### src/bgp_pkg.sv
package bgp_pkg;

   // request opcodes
   localparam logic [1:0] OP_START  = 2'd0;
   localparam logic [1:0] OP_ADD    = 2'd1;
   localparam logic [1:0] OP_XLATE  = 2'd2;
   localparam logic [1:0] OP_UNUSED = 2'd3;

   // group types
   localparam logic [1:0] KIND_EMPTY = 2'd0;
   localparam logic [1:0] KIND_DEV   = 2'd1;
   localparam logic [1:0] KIND_HOST  = 2'd2;
   localparam logic [1:0] KIND_MIX   = 2'd3;

   // response status codes
   localparam logic [1:0] ST_DONE     = 2'd0;
   localparam logic [1:0] ST_SKIP     = 2'd1;
   localparam logic [1:0] ST_OVERFLOW = 2'd2;

   // configuration register indexes
   localparam logic [1:0] REG_BLOCK_SIZE  = 2'd0;
   localparam logic [1:0] REG_DEV_BLOCKS  = 2'd1;
   localparam logic [1:0] REG_HOST_BLOCKS = 2'd2;
   localparam logic [1:0] REG_GROUP_COUNT = 2'd3;

   // one queued request transaction
   typedef struct packed {
      logic [1:0]  opcode;
      logic        pass_is_host;
      logic [23:0] block_id;
      logic        block_present;
      logic        block_is_host;
      logic [39:0] order_id;
   } cmd_type;

   // configuration register set
   typedef struct packed {
      logic [16:0] block_size;
      logic [6:0]  dev_blocks;
      logic [6:0]  host_blocks;
      logic [8:0]  group_count;
   } cfg_type;

   // group type after one more block lands in it
   function automatic logic [1:0] next_kind(input logic [1:0] kind, input logic host);
      logic [1:0] nk;
      case (kind)
         KIND_EMPTY: nk = host ? KIND_HOST : KIND_DEV;
         KIND_DEV:   nk = host ? KIND_MIX : KIND_DEV;
         KIND_HOST:  nk = host ? KIND_HOST : KIND_MIX;
         default:    nk = KIND_MIX;
      endcase
      return nk;
   endfunction

endpackage

### src/bgp_front.sv
module bgp_front (
   input  logic               clock,
   input  logic               reset,
   input  logic               req_valid,
   output logic               req_stall,
   input  logic [1:0]         req_opcode,
   input  logic               req_pass_is_host,
   input  logic [23:0]        req_block_id,
   input  logic               req_block_present,
   input  logic               req_block_is_host,
   input  logic [39:0]        req_order_id,
   output logic               q_valid,
   output bgp_pkg::cmd_type   q_cmd,
   input  logic               q_pop
);

   bgp_pkg::cmd_type ent_ff [2];
   bgp_pkg::cmd_type cmd;
   logic [1:0] cnt_ff, cnt_in;
   logic       wp_ff, wp_in;
   logic       rp_ff, rp_in;
   logic       push;

   // classify the transaction: keep only the fields its opcode uses
   always_comb begin
      cmd        = '0;
      cmd.opcode = req_opcode;
      case (req_opcode)
         bgp_pkg::OP_START: cmd.pass_is_host = req_pass_is_host;
         bgp_pkg::OP_ADD: begin
            cmd.block_id      = req_block_id;
            cmd.block_present = req_block_present;
            cmd.block_is_host = req_block_is_host;
         end
         bgp_pkg::OP_XLATE: cmd.order_id = req_order_id;
         default: cmd.opcode = bgp_pkg::OP_UNUSED;
      endcase
   end

   // two-entry queue toward the back end
   assign req_stall = (cnt_ff == 2'd2);
   assign push      = req_valid && !req_stall;
   assign q_valid   = (cnt_ff != 2'd0);
   assign q_cmd     = ent_ff[rp_ff];

   always_comb begin
      wp_in  = push ? !wp_ff : wp_ff;
      rp_in  = q_pop ? !rp_ff : rp_ff;
      cnt_in = cnt_ff + {1'b0, push} - {1'b0, q_pop};
   end

   always_ff @(posedge clock) begin
      if (reset) begin
         cnt_ff <= '0;
         wp_ff  <= 1'b0;
         rp_ff  <= 1'b0;
      end else begin
         cnt_ff <= cnt_in;
         wp_ff  <= wp_in;
         rp_ff  <= rp_in;
      end
      if (push) begin
         ent_ff[wp_ff] <= cmd;
      end
   end

endmodule

### config.mk
export PLATFORM = sky130hd
export DESIGN_NAME = bgp_front
export DESIGN_NICKNAME = d
export VERILOG_FILES = /design/src/bgp_pkg.sv /design/src/bgp_front.sv
export SDC_FILE = /design/constraint.sdc
export NUM_CORES = 1
export LEC_CHECK = 0
export CAP_MARGIN = 20
export CELL_PAD_IN_SITES_DETAIL_PLACEMENT = 1
export CELL_PAD_IN_SITES_GLOBAL_PLACEMENT = 1
export CORE_MARGIN = 8
export CORE_UTILIZATION = 39
export DETAILED_ROUTE_END_ITERATION = 16
export DONT_BUFFER_PORTS = 1
export GPL_TIMING_DRIVEN = 0
export PLACE_DENSITY_LB_ADDON = 0.1
export SYNTH_ARGS = -nofsm -noshare
export SYNTH_HDL_FRONTEND = slang
export SYNTH_SLANG_ARGS = --single-unit
### constraint.sdc
create_clock -name clock -period 7 [get_ports clock]
set_input_delay 1.4 -clock clock [delete_from_list [all_inputs] [get_ports clock]]
set_output_delay 1.4 -clock clock [all_outputs]
set_load 0.01 [all_outputs]
# After elaboration in Yosys (flattened, before gate mapping)

Memories as Yosys holds them, arrays and structs flattened. A register that Yosys moved wholly into a read port is not among the register bits.
Index checks and enable logic that the tools add are counted.

Output and inout port bits: 71
Memories: 1
Bits in writable memories: 138
Bits of input ports: 73
Logic and storage cells: 24
Register bits after elaboration: 4

Memories:

| memory | depth | width | rd ports | clocked after Yosys merged registers in | write ports | RTL line        | text |
|---|---|---|---|---|---|---|---|
| ent_ff | 2     | 69    | 1        | 1                                       | 1           | bgp_front.sv:17 | `bgp_pkg::cmd_type ent_ff [2];` |

Reduce and logical (&&, ||, !) cells: 7
Muxes and demuxes: 8
$add $sub $neg: 2
Eq/ne operators: 3

Operators by type and width:

| kind                 | count |
|---|---|
| $mux W40             | 1 |
| $mux W26             | 1 |
| $mux W1              | 5 |
| $eq A2 B2 Y1 const B | 2 |
| $logic_not A1 Y1     | 3 |
| $reduce_or A3 Y1     | 1 |
| $add A2 B1 Y2        | 1 |
| $eq A2 B1 Y1 const B | 1 |
| $logic_not A2 Y1     | 1 |
| $mux W2              | 1 |
| $reduce_bool A2 Y1   | 1 |
| $sub A2 B1 Y2        | 1 |
| $logic_and A1 B1 Y1  | 1 |

# Longest topological paths before layout

Gate-level depths: netlist of run 1.

Depth after elaboration: 5
Depth in mapped cells: 8
Gate-level depth less buffers: 8

# Worst setup path after synthesis of run 1

Ideal clock, no wire load.

Path kind: input -> register
From: input req_valid
To: memory ent_ff[0][0] (netlist name) (enable)
Buffers on the path: 0
Arrival: 3141 ps
Required time: 6577 ps
Stages: 3
Path slack: 3436 ps
Setup time: 423 ps
Path through: inv_1 or3_1 inv_1

Word-level cells in the longest chain between the ends: 3

Ends and longest elaborated chain:

| element                       | RTL line        | text |
|---|---|---|
| start: declaration            | bgp_front.sv:4  | `input logic req_valid,` |
| $logic_and A1 B1 Y1           | bgp_front.sv:42 | `assign push = req_valid && !req_stall;` |
| $mux W1                       | bgp_front.sv:62 | `if (push) begin` |
| $mux W1 (not written as such) | bgp_front.sv:63 | `ent_ff[wp_ff] <= cmd;` |
| end: declaration              | bgp_front.sv:17 |  |

No other way between the ends.

==> results.md, run 1 <==
* Outcome: finished clean
* Combinational power share at 13.3%
* Clk sink count at roughly 140
* Post-route minimum period at between 2 and 3 ns
* Hold Vio Cnt, Final at 0
* Hold path depth at 2
* Hold Path End: wp_ff$_SDFFE_PP0P_
* Initial core utilization at between 30 and 40%
* Vias at ~2600
* Final Util at 46.04%
* Register area share after synthesis at between 70% and 80%
* Num rows at 44
* Nets at slightly above 400
* Final period util at between 40% and 50%
* Drt drc at 0
* Int Power at between 1.5 and 2 mW
* Switching power at around 540 uW
* Critical path class: flop to output pin
* Layout cells sized above 1 at a little under a third
* Initial antenna violation count at 5
* Flop pwr share at between 40% and 50%
* Port Buffers at 0
* R2r startpoint: cnt_ff[0]$_SDFF_PP0_
* Die footprint at 18780 um2
* Clock-pin slew on the worst setup and hold paths at about 0.06 ns
* Area grow syn2layout at 16.23%
* RSZ-0062 raised after global routing: false
* H-tree depth at 4
* Cts repair resizes at 0
* First-pass DRT Iterations at 4
* Syn_area_per_cell at approximately 18 um2
* Largest net degree at the start of global routing at 43
* Post-CTS setup buffer count at 0
* Worst Path Max Fanout at 10
* Data required time at the worst endpoint at approximately 5.6 ns
* CTS tree: yes
* Vias in the first global route at slightly below 3000
* Placed insts at slightly above 500
* Clock share of power at approximately two fifths
* Fin cells at around 540
* Worst-Skew Late Latency at a little over 0.4 ns
* Grt total ovfl at 0
* CTS buffer count at 17
* Relative slew slack at about 70%
* Unique cell type count in the Yosys netlist at 25
* Data arrival, critical path at 1.56 ns
* Leakage at approximately 2.3 nW
* Max clock buf depth at 2
* DRT Wirelength at between 10 and 15 mm
* CTS root buf: clkbuf_16
* Routed len/inst at between 20 and 25 um
* Final setup violating endpoints at 0
* Drt initial violations at between 100 and 150
* Register-to-register setup slack at between 5 and 6 ns
* Worst IR Drop VDD at roughly 170 uV
* Synthesized cell area at 5713 um2
* Net count after synthesis at between 300 and 400
* Gate Count Post-Synth at ~320
* Setup_tns at 0 ns
* # hold bufs at CTS at 0
* Reg2reg end: ent_ff[0][50]$_DFFE_PP_
* CP Capture Type: output pin
* Die span in y at ~140 um
* Register bit total from synthesis at roughly 140
* Highest Clock Rate at around 0.34 GHz
* Dpl hpwl at between 7 and 8 mm
* Synth Warn # at 0
* Critical path startpoint category: flop
* IO Pins at about 140
* Hold path startpoint: wp_ff$_SDFFE_PP0P_
* Switching share of power at a little under a quarter
* Cell count of the worst reg-to-reg path at 5
* Antenna Nets Post-Route at 0
* Power Density at between 300 and 400 nW/um2
* Final slew viol count at 0
* First-pass GRT wire length at between 15 and 20 mm
* Core Box Area at 14420 um2
* DR vias/cell at between 4 and 5
* GRT Total Usage at between 10% and 20%
* Final worst clock skew at approximately 0.0063 ns
* Worst-Margin Slew at between 0.4 and 0.5 ns
* Global placement routability congestion at about 0.66
* Max-Cap Viols at 0
* Worst min path class: flop to flop
* Die Width at about 140 um
==> critical path, stage by stage (launching register included) <==
cell and delay (ns):
dfxtp_1 0.32, buf_6 0.12, buf_2 0.27, mux2_2 0.43
==> power by group through the flow <==
stage	combinational (mW)	clock [mW]	sequential (mW)
5_1_grt	0.345	1.00	1.12
4_1_cts	0.330	0.975	1.10
3_5_place_dp	0.328	0	1.12
3_3_place_gp	0.309	0	1.13
2_1_floorplan	0.237	0	1.12
6_report	0.314	0.949	1.10
==> per-layer routing <==
metal / share of wire [%] / global-route usage (%) / up-vias
li1: - / - / 1213
met1: 40 / 13.74 / 1299
met2: 49 / 19.06 / 97
met3: 9.7 / 6.718 / 17
met4: 1.5 / 5.975 / 4
met5: 0.14 / 0 / -
==> how the worst max path moves through the flow <==
stage                                    endpoint  slack, ns  cells past startpoint
after global placement    ent_ff[1][50]$_DFFE_PP_       2.42                      1
after detailed placement  ent_ff[0][20]$_DFFE_PP_       4.15                      4
after global routing                    q_cmd[39]       3.96                      3
after floorplan            ent_ff[0][0]$_DFFE_PP_       3.44                      3
final                                   q_cmd[39]       4.04                      3
after CTS                               q_cmd[56]       4.00                      3
==> cells by family after synthesis <==
kind of cell | count (synthesis) | synth area share, %
compound gates | 2 | 0.1750
xor+xnor | 3 | 0.4600
fa+ha+maj | 2 | 0.4380
buf+inv | 20 | 1.883
flops | 143 | 74.29
mux | 69 | 14.26
simple gates | 78 | 8.498
==> per-stage QoR <==
step                      instance area [um2]  total power [mW]  hold slack, ns  setup slack (ns)
after global placement                   5943             1.439          0.4727             2.422
after CTS                                6633             2.409          0.5249             3.995
after global routing                     6638             2.463          0.5577             3.965
final                                    6640             2.366          0.5210             4.041
after floorplan                          5713             1.357          0.4518             3.436
after detailed placement                 6006             1.450          0.5076             4.146
==> cell type report <==
class | count | area [um2]
timing repair buffer | 2 | 55.05
tap | 184 | 230.2
sequential | 143 | 4244
antenna | 3 | 7.507
buffer | 16 | 92.59
clock buffer | 19 | 432.9
clock inverter | 13 | 193.9
inverter | 4 | 17.52
multi-input combinational | 154 | 1366
fill | 1383 | 7784
==> Yosys cell counts <==
master	number	share of area, %
a21oi_1	1	0.088
and2_1	66	7.2
and2b_1	1	0.13
and3_1	1	0.11
buf_2	5	0.44
buf_6	2	0.39
buf_8	1	0.26
clkbuf_1	8	0.53
dfxtp_1	5	1.8
edfxtp_1	138	73
ha_1	2	0.44
inv_1	4	0.26
mux2_2	59	12
mux2_4	10	2.6
nand2_1	1	0.066
nand2b_2	1	0.15
nor2_1	3	0.20
nor2b_1	1	0.11
nor2b_2	1	0.15
nor3b_1	1	0.13
o21ai_0	1	0.088
or2_2	1	0.11
or3_1	1	0.11
xnor2_1	2	0.31
xor2_1	1	0.15
==> sequential cells by signal, indices dropped and copies added, names as in the netlist, named ones only <==
name / count
ent_ff: 138
cnt_ff: 2
rp_ff: 1
wp_ff: 1
==> layout by cell type, fill, tap and decap left out, drive strengths merged, types with 3 or more instances in the layout <==
cell,Yosys,final
and2,66,66
buf,8,10
bufinv,0,5
clkbuf,8,27
clkinv,0,6
dfxtp,5,5
diode,0,3
edfxtp,138,138
inv,4,4
mux2,69,69
nor2,3,3
Power figures use the tool's default switching activity.
==> run 2: changes to the inputs <==
ABC_AREA = 1   (was unset)
clock period = 2.71 ns   (was 7 ns; I/O delays follow)
==> run 2 against run 1 <==
Sequential share of layout area fell by 1.5 points. Utilization fell by 0.48 points. Flip-flop and latch count did not move. Clock skew barely moved. Largest cell class unchanged. Synthesized area rose by 2.6%. Hold slack got worse by 0.33 ns. Register-to-register slack got worse by 4.2 ns.
==> results.md, run 2 <==
* Area grow syn2layout at 15.97%
* Port Buffers at 0 (unchanged)
* Worst Path Max Fanout at 10 (unchanged)
* Biggest register: ent_ff
* Core Box Area at 14920 um2 (+3.4%)
* First-pass GRT wire length at 18.71 mm (+11%)
* Final worst clock skew at 0.006324 ns (+0.00003650 ns)
* Dpl hpwl at 8.599 mm (+11%)
* Max-Cap Viols at 0 (unchanged)
* Unique cell type count in the Yosys netlist at 18 (-28%)
* CTS root buf: clkbuf_16
* RSZ-0062 raised after global routing: false
* CTS buffer count at 17 (unchanged)
* Clk sink count at 143 (unchanged)
* Commonest non-fill, non-tap cell in the layout: edfxtp_1
* Synth Warn # at 0 (unchanged)
* Critical path startpoint category: flop
* Post-route minimum period at approximately 2.1 ns
* Delay-heaviest family, CP: buffers and inverters
* Post-CTS setup buffer count at 0 (unchanged)
* CP peak stage delay at 0.42 ns (about the same)
* Register area share after synthesis at 72.40% (-1.9 points)
* Worst-Margin Slew at 0.7621 ns (+0.3111 ns)
* DRT Wirelength at 12.33 mm (+8.2%)
* Final setup violating endpoints at 0 (unchanged)
* Met3 usage at 5.240% (-1.5 points)
* Net count after synthesis at 468 (+19%)
* Number of flops mapped to enable cells by yosys at 138 (unchanged)
* Die footprint at 19210 um2 (+2.3%)
* Clock-pin slew on the worst setup and hold paths at 0.06 ns (about the same)
* Leakage at 2.677 nW (+15%)
* # hold bufs at CTS at 0 (unchanged)
* Initial antenna violation count at 0 (-5)
* Fin cells at 616 (+14%)
* Layout cells sized above 1 at 29.44% (-1.9 points)
* CTS tree: yes
* Overall Power at 5.761 mW (+140%)
* Die span in y at 138.6 um (+1.1%)
* DR vias/cell at 4.779 (-2.2%)
* Drt initial violations at 139 (+31%)
* GR peak layer: met2
* Asr flop ratio synth at 0% (unchanged)
* Max FFs per register at 138 (unchanged)
* Yosys top cell by area: edfxtp_1
* Ant. Diodes at 0 (-3)
* Placed insts at 584 (+16%)
* Commonest cells post-synth: edfxtp_1 (138), inv_1 (75), nor2_1 (65), mux2_2 (59), mux2_4 (10)
* Hold Vio Cnt, Final at 0 (unchanged)
* Final hold slack at 0.1943 ns (-0.3267 ns)
* Fillers at 1466 (+6.0%)
* Nets at 490 (+19%)
* Worst IR Drop VDD at 411.2 uV (+140%)
* Routing usage on met1 at 13.84% (+0.097 points)
* H-tree depth at 4 (unchanged)
* Global placement routability congestion at 0.6616 (+0.27%)
* Critical path class: flop to output pin
* Data arrival, critical path at 1.61 ns (+0.05 ns)
* Routed len/inst at 20.02 um (-5.5%)
* CP bufs+invs at 2 (unchanged)
* Syn_area_per_cell at 14.92 um2 (-17%)
* Largest net degree at the start of global routing at 44 (+2.3%)
* Biggest regs: ent_ff (138), cnt_ff (2)
* Top-count cell post-synth: edfxtp_1
* PnR worst setup slack at 0.5604 ns (-3.481 ns)
* Yosys top cell area share at 70.69% (-1.8 points)
* Grt met2 use at 22.01% (+3.0 points)
* Cts repair resizes at 0 (unchanged)
* Die Width at 138.6 um (+1.1%)
* Vias in the first global route at 3339 (+13%)
* Worst-Skew Late Latency at 0.42 ns (about the same)
* Highest Clock Rate at between 0.4 and 0.5 GHz
* Pre-CTS setup slack at 0.8148 ns (-3.331 ns)
* Power Density at 847.5 nW/um2 (+140%)
* Data required time at the worst endpoint at 2.17 ns (-3.43 ns)
* Outcome: finished clean
* Antenna Nets Post-Route at 0 (unchanged)
* Max clock buf depth at 2 (unchanged)
* Num rows at 45 (+2.3%)
* Synthesized cell area at 5862 um2 (+2.6%)
* Most frequent cells in the layout: edfxtp_1 (138), inv_1 (74), nor2_1 (64)
* Relative slew slack at 49.07% (-21 points)
* Vias at 2944 (+12%)
* Grt total ovfl at 0 (unchanged)
* Critical-path cell list: buf_6 -> buf_2 -> mux2_2
* Worst min path class: input port to flop
* IO Pins at 144 (unchanged)
* Final period util at about four fifths
* CP Capture Type: output pin
* Drt drc at 0 (unchanged)
* Final Util at 45.56% (-0.48 points)
* Final slew viol count at 0 (unchanged)
* Gate Count Post-Synth at 393 (+24%)
* CP max-delay cell: mux2_2
* Register bit total from synthesis at 143 (unchanged)
* Initial core utilization at 39.29% (-0.32 points)
* Area contributors post-synth: edfxtp_1 (71%), mux2_2 (11%), inv_1 (4.8%)
* First-pass DRT Iterations at 4 (unchanged)
* Top_reg_cell synth: edfxtp_1
* GRT Total Usage at 12.96% (+0.58 points)
==> run 2: cell count changes in the layout (fill, tap and decap cells not counted), moves of 4 or more <==
cell,change
and2_1,-66
buf_6,+5
clkbuf_1,-6
clkinv_1,-4
clkinv_4,+5
inv_1,+71
nand2_1,+7
nor2_1,+61
nor2_2,+7
==> run 2: per-stage QoR <==
stage	cell area (um2)	setup TNS, ns
3_5_place_dp	6175	0
2_1_floorplan	5869	0
6_report	6798	0
3_3_place_gp	6105	-48.08
4_1_cts	6798	0
5_1_grt	6798	0
==> run 2: worst reg2reg max path: stages, from the launching register on <==
cell and delay (ns):
dfxtp_1 0.33, inv_1 0.06, nand2_1 0.12, nand2_1 0.13, nor2_4 0.60, buf_12 0.28
==> run 2: layout make-up <==
type / count / area [um2] / area share (%)
Buffer: 17 / 136.4 / 2.006
Timing Repair Buffer: 3 / 67.56 / 0.9939
Clock buffer: 19 / 432.9 / 6.368
Multi-Input combinational cell: 158 / 1207 / 17.76
Inverter: 75 / 284.0 / 4.178
Sequential cell: 143 / 4244 / 62.43
Tap cell: 188 / 235.2 / 3.460
Clock inverter: 13 / 190.2 / 2.798
==> run 2: path summary, 6_finish.rpt <==
kind,slack [ns],end,startpoint,depth (start not counted)
worst max-delay path,0.56,q_cmd[52],flop,3
worst min-delay path,0.19,rp_ff$_SDFFE_PP0P_,reset,1
worst max register to register,0.86,ent_ff[0][49]$_DFFE_PP_,cnt_ff[0]$_SDFF_PP0_,5
worst min register to register,0.53,rp_ff$_SDFFE_PP0P_,rp_ff$_SDFFE_PP0P_,2
==> run 2: kinds of logic after synthesis <==
group / Yosys count / share of synthesized area [%]
simple gates: 84 / 5.827
buf+inv: 92 / 7.129
mux: 69 / 13.90
compound gates: 2 / 0.1708
fa+ha+maj: 2 / 0.4268
xor+xnor: 1 / 0.1494
flops: 143 / 72.40
==> run 2: per-layer routing <==
layer  routed length, um  vias up
met5                   0        -
met4                 219        0
met3                 745       18
met2                6413       90
met1                4952     1466
li1                    -     1370
==> run 2: report_power, final <==
part	internal [mW]	switching (mW)	total [mW]
clock network	1.54	0.889	2.43
logic	0.236	0.400	0.636
registers	2.65	0.0456	2.69
==> run 3: changes to the inputs <==
clock period = 2 ns   (was 2.71 ns; I/O delays follow)
==> run 3 against run 2 <==
Design area grew 0.63%. Global-route usage grew 0.069 points. Worst setup slack worse by 0.48 ns. Total power is 36% higher. Clock power grew 37%. Via count down 0.20%.
==> results.md, run 3 (same netlist as run 2, synthesis figures left out) <==
* Critical-path cell list: buf_6 -> buf_12 -> buf_12 -> mux2_4
* CP Capture Type: output pin
* Hold Vio Cnt, Final at 0 (unchanged)
* Die Width at 138.6 um (unchanged)
* Nets at 492 (+0.41%)
* Initial core utilization at 39.29% (unchanged)
* Global placement routability congestion at 0.6910 (+4.4%)
* Worst IR Drop VDD at 496.8 uV (+21%)
* Delay-heaviest family, CP: buffers and inverters
* CTS root buf: clkbuf_16
* Most used cell along the critical path: buf_12
* Area occupied by registers at 4244 um2 (unchanged)
* Initial antenna violation count at 0 (unchanged)
* Power Density at 1148 nW/um2 (+36%)
* Critical path startpoint category: flop
* Critical path class: flop to output pin
* Vias at 2938 (-0.20%)
* Ant. Diodes at 0 (unchanged)
* DR vias/cell at 4.754 (-0.53%)
* Most frequent cells in the layout: edfxtp_1 (138), inv_1 (74), nor2_1 (64)
* Outcome: finished clean
* Routed len/inst at 19.55 um (-2.3%)
* Port Buffers at 0 (unchanged)
* Area grow syn2layout at 16.69%
* Max clock buf depth at 2 (unchanged)
* Clock-pin slew on the worst setup and hold paths at 0.05 ns (about the same)
* Highest Clock Rate at 0.5208 GHz
* RSZ-0062 raised after global routing: false
* GRT Total Usage at 13.03% (+0.069 points)
* Grt total ovfl at 0 (unchanged)
* Final setup violating endpoints at 0 (unchanged)
* Worst Path Max Fanout at 10 (unchanged)
* Core Box Area at 14920 um2 (unchanged)
* Biggest regs: ent_ff (138), cnt_ff (2)
* Layout cells sized above 1 at 29.30% (-0.14 points)
* Largest net degree at the start of global routing at 38 (-14%)
* Relative slew slack at 70.10% (+21 points)
* Antenna Nets Post-Route at 0 (unchanged)
* Pre-CTS setup slack at -0.08505 ns (-0.8999 ns)
* CP max-delay cell: dfxtp_1
* First-pass DRT Iterations at 4 (unchanged)
* Commonest non-fill, non-tap cell in the layout: edfxtp_1
* CTS tree: yes
* Max-Cap Viols at 0 (unchanged)
* Post-route minimum period at about 1.9 ns
* Final period util at 96.01%
* Drt drc at 0 (unchanged)
* Placed Instance Area at 6173 um2 (about the same)
* Die span in y at 138.6 um (unchanged)
* Num rows at 45 (unchanged)
* Die footprint at 19210 um2 (unchanged)
* Final worst clock skew at 0.006769 ns (+0.0004447 ns)
* IO Pins at 144 (unchanged)
* Dpl hpwl at 8.341 mm (-3.0%)
* PnR worst setup slack at 0.07980 ns (-0.4806 ns)
* Clk sink count at 143 (unchanged)
* Fillers at 1480 (+0.95%)
* CP peak stage delay at 0.34 ns (-0.08 ns)
* Final slew viol count at 0 (unchanged)
* DRT Wirelength at 12.08 mm (-2.0%)
* Finished Cell Area at 6840 um2 (+0.63%)
* Drt initial violations at 98 (-29%)
* Vias in the first global route at 3307 (-0.96%)
* Area of the multi-input gates at 1212 um2 (+0.41%)
* CP bufs+invs at 3 (+1)
* Data arrival, critical path at 1.52 ns (-0.09 ns)
* Worst-Skew Late Latency at 0.41 ns (about the same)
* # hold bufs at CTS at 0 (unchanged)
* H-tree depth at 4 (unchanged)
* First-pass GRT wire length at 19.03 mm (+1.7%)
* Biggest register: ent_ff
* Data required time at the worst endpoint at 1.60 ns (-0.57 ns)
* Leakage at 2.682 nW (+0.21%)
* Worst-Margin Slew at 0.4475 ns (-0.3146 ns)
* CTS buffer count at 17 (unchanged)
* Max FFs per register at 138 (unchanged)
* Worst min path class: input port to flop
## run 3: final timing paths
check	startpoint	endpoint	slack [ns]	cells past startpoint
worst max-delay path	flop	q_cmd[66]	0.08	4
worst min-delay path	reset	cnt_ff[0]$_SDFF_PP0_	0.06	1
worst max register to register	cnt_ff[0]$_SDFF_PP0_	ent_ff[1][15]$_DFFE_PP_	0.43	4
worst min register to register	rp_ff$_SDFFE_PP0P_	rp_ff$_SDFFE_PP0P_	0.52	2
## run 3: repair_timing
action / CTS / global route
gates resized for setup: 8 / 1
setup buffers: 0 / 1
gates cloned: 1 / 0
pin swaps: 0 / 0
setup endpoints to repair: 97 / 46
## run 3: power by group
group          internal (mW)  switching [mW]
clock                   2.20            1.14
combinational          0.335           0.542
sequential              3.59          0.0602
## run 3: layout make-up
cell class              instances  area share (%)
plain buffers                  17           2.378
multi-input cells             158           17.72
flip-flops and latches        143           62.04
repair inverters                1          0.1097
well taps                     188           3.439
inverters                      75           4.170
clock inverters                13           2.817
clock buffers                  19           6.329
repair buffers                  4          0.9877
## run 3: layer usage
metal	share of wire [%]	track usage [%]
met1	41	14.63
met2	51	21.45
met3	5.3	4.897
met4	1.9	6.293
met5	0	0
## run 3: through the flow
| step | instances | TNS (ns) | total power, mW | hold slack (ns) | utilization (%) |
|---|---|---|---|---|---|
| 6_report | 618 | 0 | 7.856 | 0.06031 | 45.84 |
| 5_1_grt | 618 | 0 | 8.171 | 0.03267 | 45.84 |
| 3_5_place_dp | 584 | -3.009 | 4.604 | 0.4753 | 41.38 |
| 2_1_floorplan | 393 | 0 | 4.346 | 0.4712 | - |
| 4_1_cts | 617 | 0 | 8.006 | 0.03006 | 45.76 |
| 3_3_place_gp | 581 | -98.18 | 4.556 | 0.4736 | 40.97 |
